[src/rtl/core/lan_pkg.sv]
// Shared types and constants for the level autorange normalizer.
// No dependencies; imported by lan_window, lan_div and the top level.
`timescale 1ns / 1ps

package lan_pkg;

    localparam int LEVEL_W = 16;
    localparam int TIME_W  = 32;
    localparam int PCT_W   = 15;
    localparam int X_W     = 18;
    localparam int X25_W   = 23;
    localparam int NUM_W   = 35;
    localparam int DEN_W   = 19;
    localparam int REM_W   = 20;

    localparam logic [PCT_W-1:0]   PCT_FULL  = 15'd25600;
    localparam logic [LEVEL_W-1:0] LEVEL_TOP = 16'hFFFF;

    typedef enum logic [1:0] {
        MODE_REACTIVE = 2'd0,
        MODE_STABLE   = 2'd1,
        MODE_CUSTOM   = 2'd2,
        MODE_UNUSED   = 2'd3
    } t_mode;

    typedef enum logic [2:0] {
        CFG_MODE       = 3'd0,
        CFG_WINDOW_MS  = 3'd1,
        CFG_FORCED_MIN = 3'd2,
        CFG_FORCED_MAX = 3'd3,
        CFG_MIN_SPAN   = 3'd4
    } t_cfg_idx;

    typedef struct packed {
        logic               done;
        logic [LEVEL_W-1:0] lo;
        logic [LEVEL_W-1:0] hi;
    } t_win_res;

    typedef struct packed {
        logic             done;
        logic [PCT_W-1:0] quot;
    } t_div_res;

endpackage

[src/rtl/core/lan_div.sv]
// Bit-serial restoring divider, one quotient bit per cycle.
// Quotient is known to fit PCT_W bits. Depends on lan_pkg.
`timescale 1ns / 1ps

module lan_div
    import lan_pkg::*;
(
    input  logic             i_clk,
    input  logic             i_rst_n,
    input  logic             i_start,
    input  logic [NUM_W-1:0] i_num,
    input  logic [DEN_W-1:0] i_den,
    output t_div_res         o_res
);

    logic [REM_W-1:0] r_rem;
    logic [PCT_W-1:0] r_sh;
    logic [PCT_W-1:0] r_quot;
    logic [DEN_W-1:0] r_den;
    logic [3:0]       r_cnt;
    logic             r_busy;
    logic             r_done;

    logic [REM_W-1:0] trial;
    logic             take;

    always_comb begin
        trial = {r_rem[REM_W-2:0], r_sh[PCT_W-1]};
        take  = (trial >= {1'b0, r_den});
    end

    always_ff @(posedge i_clk) begin
        if (!i_rst_n) begin
            r_busy <= 1'b0;
            r_done <= 1'b0;
            r_cnt  <= '0;
        end else begin
            r_done <= 1'b0;
            if (i_start) begin
                r_rem  <= i_num[NUM_W-1:PCT_W];
                r_sh   <= i_num[PCT_W-1:0];
                r_den  <= i_den;
                r_quot <= '0;
                r_cnt  <= 4'(PCT_W);
                r_busy <= 1'b1;
            end else if (r_busy) begin
                r_rem  <= take ? trial - {1'b0, r_den} : trial;
                r_sh   <= {r_sh[PCT_W-2:0], 1'b0};
                r_quot <= {r_quot[PCT_W-2:0], take};
                r_cnt  <= r_cnt - 1'b1;
                if (r_cnt == 4'd1) begin
                    r_busy <= 1'b0;
                    r_done <= 1'b1;
                end
            end
        end
    end

    assign o_res.done = r_done;
    assign o_res.quot = r_quot;

endmodule

[config.mk]
export PLATFORM = sky130hd
export DESIGN_NAME = lan_div
export DESIGN_NICKNAME = d
export VERILOG_FILES = /design/src/rtl/core/lan_pkg.sv /design/src/rtl/core/lan_div.sv
export SDC_FILE = /design/constraint.sdc
export NUM_CORES = 1
export LEC_CHECK = 0
export ABC_AREA = 0
export BUFFER_PORTS_ARGS = -buffer_cell sky130_fd_sc_hd__buf_4
export CAP_MARGIN = 25
export CORE_MARGIN = 5
export CORE_UTILIZATION = 45
export CTS_BUF_LIST = sky130_fd_sc_hd__clkbuf_4 sky130_fd_sc_hd__clkbuf_8
export CTS_CLUSTER_SIZE = 40
export DETAILED_ROUTE_END_ITERATION = 16
export PLACE_DENSITY = 0.67
export SYNTH_ARGS = -nofsm -noshare
export SYNTH_HDL_FRONTEND = slang
export SYNTH_SLANG_ARGS = --single-unit
[constraint.sdc]
create_clock -name i_clk -period 3 [get_ports i_clk]
set_input_delay 0.6 -clock i_clk [delete_from_list [all_inputs] [get_ports i_clk]]
set_output_delay 0.6 -clock i_clk [all_outputs]
set_load 0.1 [all_outputs]
* Yosys cells after proc, flatten, opt, wreduce, memory -nomap -nowiden
Cells that the tools add are included.
** Storage, ports and cells
- Register bits after elaboration :: 74
- Bits of input ports :: 57
** Cells by class
- Order comparisons :: 1
- Add/subtract/negate cells :: 2
- Bitwise logic cells :: 2
- Reduce and logical (&&, ||, !) cells :: 4
- Mux-type cells :: 12
- Eq/ne operators :: 1
** Operator list (count)
- $mux W19 :: 3
- $mux W15 :: 3
- $ge A20 B19 Y1 :: 1
- $sub A19 B19 Y19 :: 1
- $mux W4 :: 2
- $eq A4 B1 Y1 const B :: 1
- $mux W1 :: 4
- $reduce_and A2 Y1 :: 2
- $sub A4 B1 Y4 const B :: 1
- $reduce_or A3 Y1 :: 1
- $not A1 Y1 :: 2
- $reduce_bool A2 Y1 :: 1

* Depth between registers and ports, before layout
Gate-level depths: netlist of run 1.
- Depth after elaboration :: 4
- Gate-level depth with buffers :: 13
- Depth with buffers taken out :: 10

* Least setup slack after synthesis of run 1
Ideal clock, no wire load.
- Path kind :: register -> register
- From :: register r_sh[14]
- To :: register r_rem[10] (data pin)
- Cell stages (with the launch flop) :: 12
- Data required time :: 2.740 ns
- Data arrival time :: 2.504 ns
- Library setup time :: 0.260 ns
- Setup slack :: 0.236 ns
- Path through :: edfxtp_1 inv_1 ha_1 fa_1 nand2b_1 a21oi_2 o21ai_2 a221o_1 and2_1 buf_6 mux2_4 mux2_2
** Between the ends
- Cells in the longest elaborated chain, start to end :: 4
- Elaborated cells on any way between the ends :: 5
- Those cells by class :: add/sub (1); order compare (1); mux (3)
** RTL lines
- start: declaration :: RTL line lan_div.sv:17 : logic [PCT_W-1:0] r_sh;
- start signal: assignment :: RTL line lan_div.sv:41 : r_sh <= i_num[PCT_W-1:0];
- start signal: assignment :: RTL line lan_div.sv:48 : r_sh <= {r_sh[PCT_W-2:0], 1'b0};
- $sub A19 B19 Y19 or $ge A20 B19 Y1 (tied branches) :: RTL line lan_div.sv:47, lan_div.sv:29
- $mux W19 * :: RTL line lan_div.sv:47 : r_rem <= take ? trial - {1'b0, r_den} : trial;
- $mux W19 * :: RTL line lan_div.sv:46 : end else if (r_busy) begin
- $mux W19 * :: RTL line lan_div.sv:39 : if (i_start) begin
- end signal: assignment :: RTL line lan_div.sv:40 : r_rem <= i_num[NUM_W-1:PCT_W];
- end signal: assignment :: RTL line lan_div.sv:47
- end: declaration :: RTL line lan_div.sv:16 : logic [REM_W-1:0] r_rem;
Every way passes the cells marked *; elsewhere a longest branch is shown, timed or not. The select of a mux whose other input is x is not followed.
A chain may end at the register's enable or synchronous reset.

* Worst setup path after layout of run 1
Ends and elaborated chain as after synthesis.

==> flow_summary.ini, run 1 <==
[run_status]
status = completed

[global_route]
grt_start_max_net_pins = 51
grt_remaining_overflow = 0
grt.total_usage = 0.152
first_global_vias = 2958
grt_antenna_before_repair = 0
grt_first_pass_wirelength_microns = 13900

[critical_path]
r2r_cells = 10
r2r_start = r_sh[14]
path_class = reg2reg
critPathArrivalTime_ns = 2.94
worstPathBufferInverterCount = 1
worst_setup_path_start_kind = flip-flop
crit_path_cell_trace = inv_1, ha_1, fa_1, nand2b_1, a21oi_2, o21ai_2, a221o_1, and2_4, mux2_4, mux2_2
critical_path.max_fanout = 7
crit_path_top_delay_cell = sky130_fd_sc_hd__fa_1
critPathCaptureType = flip-flop
r2r_slack_ns = 0.15
slowest_delay_ns = 0.39
critical-path-top-delay-family = compound AO/OA/AOI/OAI gates
crit-reg2reg-capture = r_rem[10]
data_required_critical_path_ns = 3.09

[floorplanning]
io-pin-count = 73
initial_utilization = 0.466
floorplan_die_area_sq_um = 11100
coreArea_sq_um = 8760
dieHeight_microns = 105
floorplan.rows = 34
die_w_microns = 105

[placement]
pre_cts_slack_ns = 0.0963
gpl.final_weighted_congestion = 0.869
port-buffer-count = 71
dp.final_hpwl_microns = 5660

[synth]
yosysTopAreaCellShare = 0.500
synth_async_sr_flop_share = 0
synth.largest_area_cell = sky130_fd_sc_hd__edfxtp_1
synth_top_cells_by_area = sky130_fd_sc_hd__edfxtp_1 50%, sky130_fd_sc_hd__ha_1 6.4%, sky130_fd_sc_hd__mux2_2 4.7%
postSynthAreaPerCell_sq_um = 11.8
post_synth_num_cell_types = 48
yosysSeqAreaShare = 0.530
synthesis.instances = 346
synthesis.nets = 425
synth_flop_cell = sky130_fd_sc_hd__edfxtp_1
synth.cell_area_sq_um = 4080
synth_warnings = 0
count_of_flip_flops_with_a_built_in_enable_after_synthesis = 68
ys_ff_latch = 74

[power_and_ir_drop]
sw_power_mw = 0.813
comb_power_share = 0.251
p_clk_frac = 0.314
total_leakage_power_nw = 2.02
power.switching_fraction = 0.279
power_density_nw_per_um2 = 585
ir_worst_vdd_mv = 0.229
proportion_of_power_drawn_by_flip_flops_and_latches = 0.435
cell_internal_pwr_mw = 2.10

[timing]
unrepaired_setup_endpoints_after_global_routing = false
timing.slew.headroom = 0.741
fmaxAchievable_mhz = 351
hold_ws_ns = 0.426
setup_violations = 0
layout_min_cycle_time_ns = 2.85
setup_ws_ns = 0.152
hold_viol_final = 0
actual_transition_at_the_worst_max_transition_pin_ns = 0.384
min_period_over_period = 0.949
timing.final.max_slew_violations = 0
setup_tns_ns = 0
final.setup_skew_ns = 0.00921

[min_path]
timing.hold.worst.class = in2reg
hold_end = r_den[14]
worst_hold_launch = i_den[14]
min_path_cells = 1

[routing]
drt_iter0_markers = 147
postRouteWirelength_microns = 8070
antenna_violating_nets_post_route = 0
routedWlPerCell_microns = 15.2
drt_pass1_iterations = 4
dr_total_vias = 2816
post-route-drc-count = 0
avgViaCountPerCell = 5.29

[clocking]
post_cts_resize_count = 0
clkLatencyLatePin_ns = 0.34
clock_sink_count = 74
clk_transition_reported_paths_ns = 0.08
cts_root_buffer = sky130_fd_sc_hd__clkbuf_8
cts_made_buffers = 9
postCtsSetupBuffers = 0
htreeDepth = 3
tritoncts = built
cts-hold-fix-buffers = 0
cts.path.max_buffers = 2

[finish]
antenna_cells = 0
areaGrowthSynthToFinish_pct = 22.0
post_route_cells_drive_above_1_share = 0.274
nets = 498
nFillCells = 772
utilization = 0.568

[run]
max-cap-violations = 0
cell usage after synthesis, types with 6 or more instances:
library cell               number
sky130_fd_sc_hd__inv_1         23
sky130_fd_sc_hd__nor2_1        12
sky130_fd_sc_hd__clkbuf_1       7
sky130_fd_sc_hd__dfxtp_1        6
sky130_fd_sc_hd__o21a_1         7
sky130_fd_sc_hd__nand3_1        7
sky130_fd_sc_hd__a21oi_1       16
sky130_fd_sc_hd__nor2b_1       23
sky130_fd_sc_hd__a21o_1         6
sky130_fd_sc_hd__edfxtp_1      68
sky130_fd_sc_hd__xnor2_1        8
sky130_fd_sc_hd__o311ai_1       7
sky130_fd_sc_hd__ha_1          21
sky130_fd_sc_hd__nand2_1       21
sky130_fd_sc_hd__xor2_1        11
sky130_fd_sc_hd__nand3b_1       8
sky130_fd_sc_hd__mux2_2        17
sky130_fd_sc_hd__o21ai_0        8
per-stage QoR:
stage / area [sq um] / total power [mW] / instances
floorplan: 4080 / 1.83 / 346
global placement: 4740 / 2.00 / 516
detailed placement: 4740 / 2.02 / 516
CTS: 4980 / 2.94 / 532
global route: 4980 / 3.07 / 532
finish: 4980 / 2.91 / 532
power groups by stage:
stage                     Sequential (mW)  Clock [mW]  Combinational, mW
after floorplan                      1.37           0              0.462
after global placement               1.29           0              0.716
after detailed placement             1.29           0              0.727
after CTS                            1.27       0.942              0.732
after global routing                 1.28       0.988              0.809
final                                1.27       0.916              0.730
worst max path at each step:
stage | startpoint | endpoint | cells past startpoint
2_1_floorplan | r_sh[14] | r_rem[10] | 11
3_3_place_gp | r_sh[14] | r_rem[10] | 10
3_5_place_dp | r_den[0] | r_rem[10] | 9
4_1_cts | r_sh[14] | r_rem[10] | 10
5_1_grt | r_sh[14] | r_rem[10] | 10
6_report | r_sh[14] | r_rem[10] | 10
layout make-up:
cell class                 instances  area (sq um)  share of cell area
tap                              108           135              0.0271
multi-input combinational        232          1740               0.350
clock buffer                      10           131              0.0264
timing repair buffer              79           618               0.124
clock inverter                     6           105              0.0211
sequential                        74          2160               0.434
inverter                          23          86.3              0.0173
state kept, by name, summed over array words and instances (netlist names):
name,flops
r_den,19
r_rem,19
r_quot,15
r_sh,15
r_cnt,4
r_busy,1
r_done,1
metal layers:
metal | routed length (microns) | up-vias | GRT usage | share of wire
li1 | - | 1425 | - | -
met1 | 3870 | 1337 | 0.206 | 0.48
met2 | 3830 | 49 | 0.236 | 0.47
met3 | 288 | 5 | 0.0361 | 0.036
met4 | 91 | 0 | 0.0557 | 0.011
met5 | 0 | - | 0 | 0
placed cells by master (no fill, tap or decap), types with 2 or more instances in the layout:
master                      synthesis  layout
sky130_fd_sc_hd__a21boi_0           2       2
sky130_fd_sc_hd__a21o_1             6       6
sky130_fd_sc_hd__a21oi_1           16      16
sky130_fd_sc_hd__a221o_1            5       5
sky130_fd_sc_hd__a22oi_1            4       4
sky130_fd_sc_hd__a31oi_1            4       4
sky130_fd_sc_hd__and2_1             5       4
sky130_fd_sc_hd__and3_1             4       4
sky130_fd_sc_hd__and3b_1            2       2
sky130_fd_sc_hd__buf_12             0       2
sky130_fd_sc_hd__buf_4              1      77
sky130_fd_sc_hd__bufinv_16          0       3
sky130_fd_sc_hd__clkbuf_8           0       9
sky130_fd_sc_hd__clkinv_1           0       2
sky130_fd_sc_hd__dfxtp_1            6       6
sky130_fd_sc_hd__edfxtp_1          68      68
sky130_fd_sc_hd__ha_1              21      21
sky130_fd_sc_hd__inv_1             23      23
sky130_fd_sc_hd__mux2_2            17      17
sky130_fd_sc_hd__nand2_1           21      21
sky130_fd_sc_hd__nand2b_1           4       4
sky130_fd_sc_hd__nand3_1            7       7
sky130_fd_sc_hd__nand3b_1           8       8
sky130_fd_sc_hd__nand4_1            4       4
sky130_fd_sc_hd__nor2_1            12      12
sky130_fd_sc_hd__nor2b_1           23      23
sky130_fd_sc_hd__nor3_1             3       3
sky130_fd_sc_hd__o2111ai_1          2       2
sky130_fd_sc_hd__o211ai_1           2       2
sky130_fd_sc_hd__o21a_1             7       6
sky130_fd_sc_hd__o21ai_0            8       8
sky130_fd_sc_hd__o21bai_1           2       2
sky130_fd_sc_hd__o311ai_1           7       7
sky130_fd_sc_hd__o31ai_1            4       4
sky130_fd_sc_hd__or3_1              2       2
sky130_fd_sc_hd__xnor2_1            8       8
sky130_fd_sc_hd__xor2_1            11      11
logic make-up (layout without fill, tap and decap cells):
family          Yosys count  after routing  share of synthesized area
flops                    74             74                      0.530
compound gates           77             77                      0.137
buf+inv                  40            118                     0.0441
fa+ha+maj                22             22                     0.0693
xor+xnor                 19             19                     0.0408
simple gates             96             96                      0.128
mux                      18             18                     0.0506
Power figures use the tool's default switching activity.
==> run 2, diff against run 1 <==
- ABC_AREA: 0 -> 1
- PLACE_DENSITY: 0.67 -> 0.66
==> run 2 against run 1 <==
Utilization fell by 2.1 points. Clock skew fell by 0.0027 ns. Largest power group unchanged. Sequential power barely moved. Via count rose by 32%. First-iteration DRC count rose by 15%. Setup slack improved by 0.34 ns.
==> flow_summary.ini, run 2 <==
[routing]
drt_pass1_iterations = 4
postRouteWirelength_microns = 10100
drt_iter0_markers = 169
antenna_violating_nets_post_route = 0
dr_total_vias = 3726
avgViaCountPerCell = 4.76
routedWlPerCell_microns = 12.9
post-route-drc-count = 0

[critical_path]
data_required_critical_path_ns = 3.11
worst_setup_path_start_kind = flip-flop
path_class = reg2reg
r2r_start = r_sh[14]
critical_path.max_fanout = 20
critPathCaptureType = flip-flop
r2r_cells = 13
crit-reg2reg-capture = r_rem[11]
critPathArrivalTime_ns = 2.61
r2r_slack_ns = 0.50

[floorplanning]
coreArea_sq_um = 9770
floorplan.rows = 36
dieHeight_microns = 110
initial_utilization = 0.459
die_w_microns = 110
io-pin-count = 73
floorplan_die_area_sq_um = 12100

[finish]
mostFrequentLayoutCells = 213 x sky130_fd_sc_hd__nand2_1, 100 x sky130_fd_sc_hd__inv_1, 80 x sky130_fd_sc_hd__buf_4, 68 x sky130_fd_sc_hd__edfxtp_1, 43 x sky130_fd_sc_hd__nand3_1
largestRegisters = r_den: 19 flops, r_rem: 19 flops
antenna_cells = 0
layout.cells.most_common = sky130_fd_sc_hd__nand2_1
nets = 723
post_route_cells_drive_above_1_share = 0.162
areaGrowthSynthToFinish_pct = 19.1

[run_status]
status = completed

[timing]
setup_violations = 0
timing.slew.headroom = 0.678
hold_ws_ns = 0.425
layout_min_cycle_time_ns = 2.50
hold_viol_final = 0
setup_ws_ns = 0.497
unrepaired_setup_endpoints_after_global_routing = false
final.setup_skew_ns = 0.00655
timing.final.max_slew_violations = 0
fmaxAchievable_mhz = 399
min_period_over_period = 0.834
actual_transition_at_the_worst_max_transition_pin_ns = 0.484
setup_tns_ns = 0

[synth]
count_of_flip_flops_with_a_built_in_enable_after_synthesis = 68
synthesis.instances = 569
synth.cells.most_frequent = 213 x sky130_fd_sc_hd__nand2_1, 100 x sky130_fd_sc_hd__inv_1, 68 x sky130_fd_sc_hd__edfxtp_1, 43 x sky130_fd_sc_hd__nand3_1, 39 x sky130_fd_sc_hd__nor2_1
yosysSeqAreaShare = 0.481
synthesis.nets = 648
post_synth_num_cell_types = 29
synth_top_cells_by_area = sky130_fd_sc_hd__edfxtp_1 45%, sky130_fd_sc_hd__nand2_1 18%, sky130_fd_sc_hd__inv_1 8.4%
yosysTopAreaCellShare = 0.455
postSynthAreaPerCell_sq_um = 7.89
yosys.cell_count.top_type = sky130_fd_sc_hd__nand2_1
ys_ff_latch = 74
synth_flop_cell = sky130_fd_sc_hd__edfxtp_1
synth.cell_area_sq_um = 4490
synth_warnings = 0
synth_async_sr_flop_share = 0
synth.largest_area_cell = sky130_fd_sc_hd__edfxtp_1

[min_path]
worst_hold_launch = i_den[2]
min_path_cells = 1
hold_end = r_den[2]
timing.hold.worst.class = in2reg

[power_and_ir_drop]
total_leakage_power_nw = 2.72
ir_worst_vdd_mv = 0.310
power_density_nw_per_um2 = 509

[global_route]
grt_antenna_before_repair = 0
grt_remaining_overflow = 0
grt_first_pass_wirelength_microns = 16500
grt.total_usage = 0.177
grt_start_max_net_pins = 51
first_global_vias = 3611

[clocking]
postCtsSetupBuffers = 0
clock_sink_count = 74
tritoncts = built
clk_transition_reported_paths_ns = 0.08
cts_made_buffers = 9
cts-hold-fix-buffers = 0
clkLatencyLatePin_ns = 0.35
cts_root_buffer = sky130_fd_sc_hd__clkbuf_8
post_cts_resize_count = 0
htreeDepth = 3
cts.path.max_buffers = 2

[placement]
dp.final_hpwl_microns = 7660
port-buffer-count = 71
gpl.final_weighted_congestion = 0.918
pre_cts_slack_ns = 0.564

[run]
max-cap-violations = 0
-- run 2: changes by cell type in the layout (fill, tap and decap cells not counted), sizes merged, moves of 10 or more --
cell	change
nor2	+29
xor2	-10
mux2	-18
inv	+78
nand2	+197
nor2b	-23
nand3	+37
-- run 2: layout make-up --
| class | instances | area, sq um |
|---|---|---|
| Clock inverter | 6 | 32.5 |
| Timing Repair Buffer | 80 | 601 |
| Clock buffer | 10 | 131 |
| Sequential cell | 74 | 2160 |
| Inverter | 100 | 375 |
| Multi-Input combinational cell | 379 | 1880 |
| Tap cell | 133 | 166 |
| Fill cell | 955 | 4430 |
-- run 2: routing by layer --
metal  GRT usage  share of wire  wire (microns)
met3      0.0511          0.066             671
met2       0.282           0.47            4750
met5           0              0               0
met4      0.0534         0.0075              76
met1       0.234           0.46            4600
-- run 2: logic make-up after synthesis --
kind of cell,count (synthesis),synth area share
xor gates and xnor gates,7,0.0137
and+or+nand+nor,329,0.316
DFF,74,0.481
buffers and inverters,116,0.102
adders and majority gates,22,0.0630
AOI/OAI and AO/OA,21,0.0237
-- run 2: how the worst max path moves through the flow --
stage | start | endpoint | slack (ns) | cells after the start
after global placement | r_sh[14] | r_rem[11] | 0.58 | 13
after global routing | r_sh[14] | r_rem[9] | 0.35 | 13
after floorplan | i_start | r_quot[0] | 0.08 | 4
after CTS | r_sh[14] | r_rem[11] | 0.54 | 13
after detailed placement | r_sh[14] | r_rem[11] | 0.56 | 13
final | r_sh[14] | r_rem[11] | 0.50 | 13
-- run 2: worst max-delay path, stage by stage, from the launching register on --
cell	delay [ns]
sky130_fd_sc_hd__edfxtp_1	0.32
sky130_fd_sc_hd__inv_1	0.06
sky130_fd_sc_hd__ha_1	0.22
sky130_fd_sc_hd__fa_1	0.43
sky130_fd_sc_hd__inv_1	0.10
sky130_fd_sc_hd__nand2_1	0.05
sky130_fd_sc_hd__a21oi_1	0.20
sky130_fd_sc_hd__nand2_1	0.13
sky130_fd_sc_hd__nand3_2	0.09
sky130_fd_sc_hd__nand2_2	0.07
sky130_fd_sc_hd__nand2_4	0.23
sky130_fd_sc_hd__nand3_1	0.19
sky130_fd_sc_hd__nand2_1	0.12
sky130_fd_sc_hd__nand2_1	0.05
-- run 2: power by group --
part,leakage (nW),internal (mW),switching [mW]
Combinational,1.93,0.282,0.508
Sequential,0.701,1.23,0.0323
Clock,0.0826,0.303,0.373
-- run 2: through the flow --
stage | std cells | instance area (sq um) | utilization | power [mW]
after CTS | 782 | 5350 | 0.547 | 2.75
final | 782 | 5350 | 0.547 | 2.72
after global routing | 782 | 5350 | 0.547 | 2.90
after floorplan | 569 | 4490 | - | 1.86
after global placement | 766 | 5180 | 0.530 | 2.06
after detailed placement | 766 | 5180 | 0.530 | 2.07
==> run 3, diff against run 2 <==
- clock period: 3 -> 2.36 ns (I/O delays scaled with it)
==> run 3 against run 2 <==
Combinational power up 39%. Global-route usage up 0.58 points. Maximum frequency up 11%. Utilization up 2.1 points. First-iteration DRC count down 9.5%. Wire length up 5.8%. Critical path depth down 1. Critical path type unchanged. Critical endpoint is now r_rem[15]. Highest routed layer unchanged.
==> flow_summary.ini, run 3 (synthesis results as in run 2) <==
[run_status]
status = completed

[floorplanning]
die_w_microns = 110
floorplan.rows = 36
initial_utilization = 0.459
floorplan_die_area_sq_um = 12100
dieHeight_microns = 110
coreArea_sq_um = 9770
io-pin-count = 73

[routing]
drt_pass1_iterations = 6
postRouteWirelength_microns = 10700
antenna_violating_nets_post_route = 0
drt_iter0_markers = 153
routedWlPerCell_microns = 13.6
avgViaCountPerCell = 4.86
dr_total_vias = 3829
post-route-drc-count = 0

[critical_path]
critical_path.max_fanout = 5
r2r_slack_ns = 0.11
data_required_critical_path_ns = 2.46
worst_setup_path_startpoint = r_den[0]
path_class = reg2reg
r2r_start = r_den[0]
worst_setup_path_start_kind = flip-flop
critPathArrivalTime_ns = 2.35
critPathCaptureType = flip-flop

[finish]
antenna_cells = 0
fin_area_sq_um = 5550
ff_latch_area_sq_um = 2160
multi_input_comb_area_sq_um = 2000
nets = 729
largestRegisters = r_den: 19 flops, r_rem: 19 flops
layout.cells.most_common = sky130_fd_sc_hd__nand2_1
areaGrowthSynthToFinish_pct = 23.7
finish.cell_count_without_fillers = 788
nFillCells = 925
post_route_cells_drive_above_1_share = 0.191
mostFrequentLayoutCells = 212 x sky130_fd_sc_hd__nand2_1, 100 x sky130_fd_sc_hd__inv_1, 80 x sky130_fd_sc_hd__buf_4, 68 x sky130_fd_sc_hd__edfxtp_1, 42 x sky130_fd_sc_hd__nand3_1

[power_and_ir_drop]
sw_power_mw = 1.21
report.power.total_mw = 3.57
total_leakage_power_nw = 2.77
p_clk_frac = 0.241
cell_internal_pwr_mw = 2.36
power.switching_fraction = 0.340
ir_worst_vdd_mv = 0.372
proportion_of_power_drawn_by_flip_flops_and_latches = 0.449
comb_power_share = 0.309
power_density_nw_per_um2 = 642

[global_route]
met2_track_demand_over_resource = 0.286
grt_antenna_before_repair = 0
global_route.usage.met3 = 0.0458
gr-max-usage-layer = met2
met1_usage_in_global_routing = 0.245
grt_start_max_net_pins = 51
first_global_vias = 3734
grt_first_pass_wirelength_microns = 17100
grt.total_usage = 0.183
grt_remaining_overflow = 0

[timing]
hold_ws_ns = 0.295
actual_transition_at_the_worst_max_transition_pin_ns = 0.508
setup_ws_ns = 0.111
setup_violations = 0
unrepaired_setup_endpoints_after_global_routing = true
timing.slew.headroom = 0.659
layout_min_cycle_time_ns = 2.25
timing.final.max_slew_violations = 0
final.setup_skew_ns = 0.00910
hold_viol_final = 0
min_period_over_period = 0.953
fmaxAchievable_mhz = 445

[clocking]
cts_made_buffers = 9
clk_transition_reported_paths_ns = 0.08
htreeDepth = 3
cts-hold-fix-buffers = 0
clock_sink_count = 74
tritoncts = built
clkLatencyLatePin_ns = 0.35
cts.path.max_buffers = 2
cts_root_buffer = sky130_fd_sc_hd__clkbuf_8

[placement]
numPlacedInstances = 768
pre_cts_slack_ns = 0.000500
port-buffer-count = 71
dp.final_hpwl_microns = 7630
gpl.final_weighted_congestion = 0.948
placed_area_sq_um = 5210

[run]
max-cap-violations = 0

[min_path]
timing.hold.worst.class = in2reg
worst_hold_launch = i_den[12]
-- run 3: cell types whose count changed in the layout (fill, tap and decap cells not counted), moves of 3 or more --
cell and delta:
sky130_fd_sc_hd__buf_12 +3, sky130_fd_sc_hd__a21oi_2 +3, sky130_fd_sc_hd__a21oi_1 -3, sky130_fd_sc_hd__ha_2 +4
sky130_fd_sc_hd__nand2_8 +3, sky130_fd_sc_hd__ha_1 -6
-- run 3: per-stage QoR --
| step | utilization | TNS (ns) |
|---|---|---|
| global placement | 0.533 | 0 |
| finish | 0.568 | 0 |
| floorplan | - | 0 |
| global route | 0.568 | -0.0469 |
| detailed placement | 0.533 | 0 |
| CTS | 0.551 | 0 |
-- run 3: routing by layer --
| layer | wire length (microns) | share of wire |
|---|---|---|
| met1 | 4800 | 0.45 |
| met2 | 4900 | 0.46 |
| met3 | 801 | 0.075 |
| met4 | 174 | 0.016 |
| met5 | 0 | 0 |
-- run 3: timing repair --
item / CTS / global route
pin swaps: 0 / 3
setup endpoints to repair: 2 / 19
hold endpoints to repair: 0 / 0
gates cloned: 0 / 3
buffers inserted: 0 / 1
resized for setup: 1 / 24
-- run 3: final timing paths --
| path | to | cells past startpoint |
|---|---|---|
| hold reg to reg | r_cnt[3] | 2 |
| hold / removal | r_den[12] | 1 |
| setup reg to reg | r_rem[15] | 12 |
| setup / recovery | r_rem[15] | 12 |
-- run 3: worst max-delay path, cell delays in order, from the launching register on --
cell and delay (ns):
sky130_fd_sc_hd__edfxtp_1 0.37, sky130_fd_sc_hd__ha_1 0.22, sky130_fd_sc_hd__fa_2 0.35, sky130_fd_sc_hd__inv_1 0.08, sky130_fd_sc_hd__nand2_1 0.07, sky130_fd_sc_hd__a21oi_2 0.18, sky130_fd_sc_hd__nand2_1 0.12, sky130_fd_sc_hd__nand3_2 0.13
sky130_fd_sc_hd__nand2_8 0.11, sky130_fd_sc_hd__nand2_8 0.13, sky130_fd_sc_hd__nand3_1 0.07, sky130_fd_sc_hd__nand3_1 0.10, sky130_fd_sc_hd__nand2_1 0.07
-- run 3: cell type report --
class	count	share of cell area
flip-flops and latches	74	0.389
multi-input cells	381	0.360
repair buffers	84	0.123
inverters	100	0.0676
well taps	133	0.0300
clock buffers	10	0.0237
clock inverters	6	0.00586
-- run 3: power by group through the flow --
stage	Sequential [mW]	Combinational (mW)	Clock, mW
after floorplan	1.73	0.638	0
after global placement	1.62	0.999	0
after detailed placement	1.63	1.01	0
after CTS	1.60	1.02	0.880
after global routing	1.61	1.23	0.947
final	1.60	1.10	0.861
